===== src/rtl/longest_prefix_match_route_table_top_macros.svh =====
// ----------------------------------------------------------------------------
// Assertion macros for the route table
// Shared concurrent-check forms used by the route table top.
// ----------------------------------------------------------------------------
`ifndef LONGEST_PREFIX_MATCH_ROUTE_TABLE_TOP_MACROS_SVH
`define LONGEST_PREFIX_MATCH_ROUTE_TABLE_TOP_MACROS_SVH

// Same-cycle implication, disabled while in reset.
`define LPMRT_ASSERT_IMP(label, clk, rst_n, ante, cons, msg) \
    label: assert property (@(posedge clk) disable iff (!rst_n) (ante) |-> (cons)) \
        else $error(msg);

// Next-cycle implication, disabled while in reset.
`define LPMRT_ASSERT_NXT(label, clk, rst_n, ante, cons, msg) \
    label: assert property (@(posedge clk) disable iff (!rst_n) (ante) |=> (cons)) \
        else $error(msg);

`endif


===== src/rtl/lpmrt_pkg.sv =====
`timescale 1ns / 1ps
// ----------------------------------------------------------------------------
// Route table package
// Types, field widths and helper functions shared by the route table RTL.
// ----------------------------------------------------------------------------
package lpmrt_pkg;

    localparam int ADDR_W     = 32;
    localparam int LEN_W      = 6;
    localparam int PORT_W     = 8;
    localparam int CMD_W      = 2;
    localparam int IN_DATA_W  = 80;
    localparam int OUT_DATA_W = 48;

    typedef enum logic [CMD_W-1:0] {
        CMD_QUERY  = 2'd0,
        CMD_INSERT = 2'd1,
        CMD_DELETE = 2'd2,
        CMD_NOP    = 2'd3
    } cmd_t;

    typedef enum logic [2:0] {
        ST_CLEAR,
        ST_IDLE,
        ST_SCAN,
        ST_WRITE,
        ST_FINISH
    } state_t;

    typedef struct packed {
        logic              valid;
        logic [ADDR_W-1:0] prefix;
        logic [LEN_W-1:0]  length;
        logic [ADDR_W-1:0] nexthop;
        logic [PORT_W-1:0] port;
    } entry_t;

    // Per-entry verdict of the compare unit.
    typedef struct packed {
        logic key_hit;
        logic free;
        logic better;
    } match_t;

    // Keep the top len bits of an address.
    function automatic logic [ADDR_W-1:0] top_mask(input logic [LEN_W-1:0] len);
        top_mask = ~({ADDR_W{1'b1}} >> len);
    endfunction

endpackage


===== src/rtl/lpmrt_match.sv =====
`timescale 1ns / 1ps
// ----------------------------------------------------------------------------
// Route table compare unit
// Checks one entry for exact key, free slot and better prefix match.
// ----------------------------------------------------------------------------
module lpmrt_match (
    input  lpmrt_pkg::entry_t                entry,
    input  logic [lpmrt_pkg::ADDR_W-1:0]     key_addr,
    input  logic [lpmrt_pkg::LEN_W-1:0]      key_len,
    input  logic                             best_hit,
    input  logic [lpmrt_pkg::LEN_W-1:0]      best_len,
    output lpmrt_pkg::match_t                result
);

    logic pfx_match;

    assign pfx_match = (entry.prefix == (key_addr & lpmrt_pkg::top_mask(entry.length)));

    always_comb begin
        result.key_hit = entry.valid && (entry.prefix == key_addr)
                         && (entry.length == key_len);
        result.free    = !entry.valid;
        // Stored prefixes with host bits never equal a masked address.
        result.better  = entry.valid && pfx_match
                         && (!best_hit || (entry.length > best_len));
    end

endmodule

===== config.mk =====
export PLATFORM = sky130hd
export DESIGN_NAME = lpmrt_match
export DESIGN_NICKNAME = d
export VERILOG_FILES = /design/src/rtl/longest_prefix_match_route_table_top_macros.svh /design/src/rtl/lpmrt_pkg.sv /design/src/rtl/lpmrt_match.sv
export SDC_FILE = /design/constraint.sdc
export NUM_CORES = 1
export LEC_CHECK = 0
export BUFFER_PORTS_ARGS = -buffer_cell sky130_fd_sc_hd__buf_2
export CORE_MARGIN = 3
export CORE_UTILIZATION = 44
export DETAILED_ROUTE_END_ITERATION = 10
export PLACE_DENSITY = 0.9
export SLEW_MARGIN = 20
export SYNTH_ARGS = -nofsm -noshare
export SYNTH_HDL_FRONTEND = slang
export SYNTH_SLANG_ARGS = --single-unit

===== constraint.sdc =====
create_clock -name vclk -period 5.7
set_input_delay 0.57 -clock vclk [all_inputs]
set_output_delay 0.57 -clock vclk [all_outputs]
set_load 0.01 [all_outputs]

==> results of run 1 <==
[per-layer routing]
metal | GRT usage | part of all wire | vias to the layer above
met2 | 0.429 | 0.46 | 153
li1 | - | - | 1048
met1 | 0.374 | 0.42 | 974
met3 | 0.0156 | 0.12 | 6
met5 | 0 | 0 | -
met4 | 0.0317 | 0.0070 | 0
[power by group through the flow]
stage | combinational, W | sequential, W | clock [W]
floorplan | 0.0000776 | 0 | 0
global placement | 0.000132 | 0 | 0
detailed placement | 0.000134 | 0 | 0
CTS | 0.000134 | 0 | 0
global route | 0.000151 | 0 | 0
finish | 0.000137 | 0 | 0
[how the worst max path moves through the flow]
stage | start | endpoint
floorplan | entry[41] | result[0]
global placement | entry[41] | result[0]
detailed placement | entry[41] | result[0]
CTS | entry[41] | result[0]
global route | entry[45] | result[0]
finish | entry[45] | result[0]
[cell families after synthesis]
kind of cell               synth area share
AOI/OAI and AO/OA                     0.370
xor gates and xnor gates             0.0813
buffers and inverters                 0.104
muxes                                0.0415
and+or+nand+nor                       0.347
adders and majority gates            0.0564
[synthesized netlist by cell type, drive strengths merged (2+ instances only)]
| master | number | area share |
|---|---|---|
| nand4 | 5 | 0.021 |
| xor2 | 6 | 0.035 |
| a31oi | 2 | 0.0083 |
| nor3 | 3 | 0.0099 |
| nand4b | 2 | 0.012 |
| a211o | 3 | 0.017 |
| or3 | 5 | 0.021 |
| o2111ai | 4 | 0.023 |
| nor2b | 18 | 0.075 |
| nand3 | 5 | 0.017 |
| a21boi | 2 | 0.010 |
| nand2b | 14 | 0.058 |
| o21ai | 20 | 0.066 |
| inv | 28 | 0.070 |
| clkbuf | 5 | 0.012 |
| xnor2 | 8 | 0.046 |
| a21o | 5 | 0.025 |
| and3 | 2 | 0.0083 |
| a222oi | 2 | 0.013 |
| ha | 6 | 0.050 |
| nor4 | 8 | 0.037 |
| a22o | 3 | 0.017 |
| nand2 | 16 | 0.040 |
| o22ai | 3 | 0.012 |
| a2111oi | 3 | 0.017 |
| mux2 | 2 | 0.015 |
| o211ai | 2 | 0.0099 |
| mux2i | 4 | 0.027 |
| buf | 7 | 0.022 |
| a21oi | 17 | 0.056 |
| o21a | 2 | 0.0099 |
| o22a | 2 | 0.012 |
| nor2 | 15 | 0.039 |
| a221oi | 3 | 0.017 |
[worst min-delay path, delay by kind of cell]
family,cells,cell delay [ns]
buf+inv,3,0.24
[cell type report]
cell class / instances / area [um2] / share of cell area
inverters: 28 / 105 / 0.0540
multi-input cells: 204 / 1350 / 0.694
well taps: 44 / 55.1 / 0.0283
repair buffers: 87 / 435 / 0.224
[through the flow]
| stage | std cells | utilization | setup slack, ns | hold slack (ns) |
|---|---|---|---|---|
| finish | 363 | 0.617 | 1.99 | 1.39 |
| global route | 363 | 0.617 | 1.87 | 1.39 |
| detailed placement | 363 | 0.617 | 2.05 | 1.39 |
| CTS | 363 | 0.617 | 2.03 | 1.39 |
| floorplan | 244 | - | 2.40 | 1.18 |
| global placement | 363 | 0.617 | 1.99 | 1.39 |
==> metrics, run 1 <==
WL final 5690 um; via count 2181; post-DP HPWL 4670 um; grt total ovfl 0; Seq cells 0; PostCTS Resize Cnt 0; critical path fanouts, max 26; Power per Cell Area 70.3 nW/um2; die span in y 64.6 um; Register Area 0 um2; hold path depth 3; Slew Limit Fails 0; Initial Utilization 0.479; Post-Syn Instances 244; Hold Path Sink result[1]; Combinational Power Share 1.000; leakage 0.963 nW; period utilization 0.651; Internal 0.0000620 W; Worst-Margin Slew 0.511 ns; first-pass GRT wire length 8830 um; peak supply drop 31.8 uV; CP delay by family, top simple AND/OR/NAND/NOR gates; Critical Path AT 3.14 ns; clkbuf count 0; die area 4170 um2; drt via density 6.01; critical path depth 8; DRT Pass-1 Iters 5; commonest cells after routing, fill and taps aside buf_2, inv_1, o21ai_0; row cnt 20; Net Sw Frac 0.547; area delta synth->final 29.0%; Ports 127; Hold Vio Cnt, Final 0; RSZ-0062 raised after global routing no; Yosys cell types 51; Flop pwr share 0; DR DRC count 0; WL per Instance 15.7 um; syn avg cell area 6.18 um2; synthesized cell area 1510 um2; Finished Cell Area 1950 um2; max incr delay on CP 0.57 ns; Final GP Congestion 0.954; Pwr Total 0.000137 W; Rel. slew slack 0.659; vias in the first global route 1903; clock power share 0; Worst Setup End Kind output port; port bufs 87; Routed Antenna Nets 0; Hold Startpoint entry[78]; pin count of the biggest net entering global routing 27; Setup Buffers After CTS 0; ant diodes 0; WS Path Type in -> out; CP Cell Sequence buf_2 > nor2_2 > a21boi_1 > mux2_1 > or3_1 > or4_1 > nor4_2 > buf_2; cell mode on critical path buf_2; DRT iter0 DRCs 233; Tot GR Track Use 0.258; final setup fails 0; Critical-path top delay cell or4_1; minimum clock period 3.71 ns; Hold Path Class in -> out; MaxCap Viol Count 0; Die W 64.6 um; # nets final 451; Post-DP Area 1950 um2; Synth Warn # 0; core area 3150 um2; setup TNS 0 ns; commonest non-fill, non-tap cell in the layout buf_2; status finished, final reports clean; f_max 0.270 GHz; startpoint types input port; Critical Path RT 5.13 ns; Critical path buffers and inverters 2; initial antenna violation count 0; Fillers 345; Syn Nets 374; share of cells above drive strength 1 0.285; hold_buf cts 0; fraction of the yosys area taken by sequential cells 0; NetSw 0.0000749 W
Note: power is estimated with default switching activity, not from simulation.
==> inputs of run 2 (changes only) <==
--- a/config.mk
+++ b/config.mk
@@ -7,9 +7,9 @@
 export LEC_CHECK = 0
 export BUFFER_PORTS_ARGS = -buffer_cell sky130_fd_sc_hd__buf_2
 export CORE_MARGIN = 3
-export CORE_UTILIZATION = 44
+export CORE_UTILIZATION = 41
 export DETAILED_ROUTE_END_ITERATION = 10
-export PLACE_DENSITY = 0.9
+export PLACE_DENSITY = 0.85
 export SLEW_MARGIN = 20
 export SYNTH_ARGS = -nofsm -noshare
 export SYNTH_HDL_FRONTEND = slang
==> constraint.sdc (replaced) <==
create_clock -name vclk -period 3.5
set_input_delay 0.35 -clock vclk [all_inputs]
set_output_delay 0.35 -clock vclk [all_outputs]
set_load 0.01 [all_outputs]
==> metrics, run 2 (same netlist as run 1, synthesis figures left out) <==
die area 4440 um2; CP startpoint entry[40]; setup TNS 0 ns; row cnt 21; Power per Cell Area 114 nW/um2; Setup Buffers After CTS 0; port bufs 87; Hold Vio Cnt, Final 0; Die W 66.7 um; Rel. slew slack 0.669; minimum clock period 3.09 ns; Routed Antenna Nets 0; Initial Utilization 0.438; Register Area 0 um2; commonest cells after routing, fill and taps aside buf_2, inv_1, o21ai_0; Seq cells 0; startpoint types input port; Tot GR Track Use 0.258; vias in the first global route 2005; Worst Setup End Kind output port; area delta synth->final 31.7%; ant diodes 0; initial antenna violation count 0; final setup fails 0; Final GP Congestion 0.969; Critical Path RT 3.15 ns; critical path fanouts, max 11; period utilization 0.883; first-pass GRT wire length 9040 um; commonest non-fill, non-tap cell in the layout buf_2; Worst Setup EP result[0]; grt total ovfl 0; # nets final 456; die span in y 66.7 um; Ports 127; Critical Path AT 2.74 ns; peak supply drop 38.6 uV; MaxCap Viol Count 0; DRT iter0 DRCs 175; Hold Path Class in -> out; WS Path Type in -> out; f_max 0.324 GHz; PostCTS Resize Cnt 0; core area 3440 um2; post-DP HPWL 4900 um; WL per Instance 15.5 um; DR DRC count 0; DRT Pass-1 Iters 5; drt via density 5.78; via count 2140; hold_buf cts 0; Hold WS 0.935 ns; share of cells above drive strength 1 0.296; clkbuf count 0; Slew Limit Fails 0; RSZ-0062 raised after global routing no; WL final 5720 um; leakage 0.987 nW; pin count of the biggest net entering global routing 27; status finished, final reports clean; Worst-Margin Slew 0.484 ns
run 2: worst min path at each step:
stage | cells past startpoint | from | end
floorplan | 1 | entry[78] | result[1]
global placement | 3 | entry[78] | result[1]
detailed placement | 3 | entry[78] | result[1]
CTS | 3 | entry[78] | result[1]
global route | 3 | entry[78] | result[1]
finish | 3 | entry[78] | result[1]
run 2: layer usage:
metal,wire length [um],GRT usage
met2,2710,0.465
met1,2340,0.342
met5,0,0
met4,83,0.0330
met3,588,0.0135
run 2: report_power, final:
group / internal, W / switching (W)
registers: 0 / 0
clock network: 0 / 0
logic: 0.000105 / 0.000123
total: 0.000105 / 0.000123
run 2: worst max-delay path, stage by stage:
cell      delay (ns)
buf_2           0.17
or3_1           0.38
a21boi_1        0.19
mux2_1          0.33
or3_1           0.29
or4_1           0.56
nor4_2          0.28
buf_2           0.17
run 2: per-stage QoR:
step	setup WS [ns]	power (W)	utilization	std cells	area (um2)
2_1_floorplan	0.642	0.000126	-	244	1510
3_3_place_gp	0.419	0.000220	0.577	370	1990
3_5_place_dp	0.424	0.000223	0.577	370	1990
4_1_cts	0.412	0.000224	0.577	370	1990
5_1_grt	0.293	0.000252	0.577	370	1990
6_report	0.411	0.000227	0.577	370	1990
run 2: layout make-up:
type / count / area [um2]
Fill cell: 393 / 1460
Tap cell: 46 / 57.6
Inverter: 28 / 105
Multi-Input combinational cell: 204 / 1350
Timing Repair Buffer: 92 / 473
==> inputs of run 3 (changes only) <==
--- a/config.mk
+++ b/config.mk
@@ -5,11 +5,12 @@
 export SDC_FILE = /design/constraint.sdc
 export NUM_CORES = 1
 export LEC_CHECK = 0
+export ABC_AREA = 1
 export BUFFER_PORTS_ARGS = -buffer_cell sky130_fd_sc_hd__buf_2
 export CORE_MARGIN = 3
-export CORE_UTILIZATION = 41
+export CORE_UTILIZATION = 43
 export DETAILED_ROUTE_END_ITERATION = 10
-export PLACE_DENSITY = 0.85
+export PLACE_DENSITY = 0.84
 export SLEW_MARGIN = 20
 export SYNTH_ARGS = -nofsm -noshare
 export SYNTH_HDL_FRONTEND = slang
==> metrics, run 3 <==
peak supply drop 63.0 uV; DRT Pass-1 Iters 5; die area 4840 um2; syn avg cell area 4.55 um2; period utilization 0.661; Ports 127; Synth top area share 0.300; critical path fanouts, max 15; ant diodes 0; Yosys cell types 30; Critical Path RT 3.15 ns; Die W 69.6 um; Routed Antenna Nets 0; minimum clock period 2.31 ns; Hold Path Class in -> out; row cnt 22; Power per Cell Area 115 nW/um2; initial antenna violation count 0; Hold Vio Cnt, Final 0; Worst-Margin Slew 0.500 ns; Rel. slew slack 0.663; final setup fails 0; commonest cells after routing, fill and taps aside nand2_1, buf_2, inv_1; Syn Nets 512; Internal 0.0000979 W; WL per Instance 12.2 um; setup TNS 0 ns; # nets final 595; Tot GR Track Use 0.238; Register Area 0 um2; post-DP HPWL 5250 um; core area 3770 um2; drt via density 5.28; hold_buf cts 0; PostCTS Resize Cnt 0; Post-Route Utilization 0.579; Post-synth top cells nand2_1, inv_1, nor2_1; port bufs 87; Fillers 397; Pwr Total 0.000251 W; synthesized cell area 1740 um2; MaxCap Viol Count 0; leakage 1.38 nW; Net Sw Frac 0.611; clock power share 0; Initial Utilization 0.461; DRT iter0 DRCs 261; first-pass GRT wire length 9850 um; startpoint types input port; fraction of the yosys area taken by sequential cells 0; RSZ-0062 raised after global routing no; Flop pwr share 0; f_max 0.432 GHz; WL final 6220 um; grt total ovfl 0; share of cells above drive strength 1 0.222; Worst Setup End Kind output port; Post-DP Area 2180 um2; Seq cells 0; NetSw 0.000153 W; status finished, final reports clean; Critical Path AT 1.96 ns; DR DRC count 0; Slew Limit Fails 0; Combinational Power Share 1.000; WS Path Type in -> out; Post-Syn Instances 382; setup ws final 1.19 ns; vias in the first global route 2274; Setup Buffers After CTS 0; die span in y 69.6 um; pin count of the biggest net entering global routing 16; clkbuf count 0; Final GP Congestion 0.928; Synth Warn # 0; commonest non-fill, non-tap cell in the layout nand2_1; Area contributors post-synth nand2_1, inv_1, nor2_1, nand3_1, o21ai_0; top-count cell post-synth nand2_1; Finished Cell Area 2180 um2; Synth area leader nand2_1; area delta synth->final 25.5%; pre-CTS setup slack 1.25 ns; via count 2696
run 3: cell types whose count changed in the layout (fill, tap and decap cells not counted), moves of 6 or more:
cell / delta
nand2_1: +123
nor2_1: +44
inv_1: +32
nand3_1: +28
nor2b_1: -18
a21oi_1: -14
nand2b_1: -14
xnor2_1: -6
run 3: through the flow:
step	std cells	hold slack (ns)
6_report	511	0.944
5_1_grt	511	0.976
4_1_cts	511	0.945
3_5_place_dp	511	0.945
3_3_place_gp	511	0.938
2_1_floorplan	382	0.744
run 3: layout make-up:
| type | count | area [um2] | area share |
|---|---|---|---|
| multi-input cells | 313 | 1450 | 0.663 |
| repair buffers | 88 | 443 | 0.203 |
| well taps | 48 | 60.1 | 0.0275 |
| inverters | 62 | 233 | 0.107 |
run 3: cells by family (layout without fill, tap and decap cells):
family	after synthesis	count (layout)	share of synthesized area
simple gates	257	257	0.622
buf+inv	69	150	0.168
compound gates	46	46	0.147
fa+ha+maj	6	6	0.0432
xor+xnor	4	4	0.0201
run 3: critical path, cell delays in order:
cell     delay (ns)
buf_2          0.16
nor2_4         0.24
buf_4          0.27
nand2_4        0.09
nor2_2         0.11
o21ai_1        0.07
nor2_1         0.10
nand2_1        0.06
nor2_1         0.13
nand3_1        0.09
nor2_1         0.13
buf_2          0.15
run 3: path summary, 6_finish.rpt:
kind	from	end	slack (ns)	cells after the start
setup / recovery	entry[45]	result[0]	1.19	12
hold / removal	entry[78]	result[1]	0.94	3
run 3: power groups by stage:
stage	sequential, W	clock (W)	combinational, W
3_5_place_dp	0	0	0.000245
3_3_place_gp	0	0	0.000241
4_1_cts	0	0	0.000246
2_1_floorplan	0	0	0.000149
6_report	0	0	0.000251
5_1_grt	0	0	0.000282
run 3: layer usage:
layer / track usage / wire length [um]
met1: 0.332 / 2560
met2: 0.397 / 2740
met3: 0.0333 / 845
met4: 0.0282 / 72
met5: 0 / 0
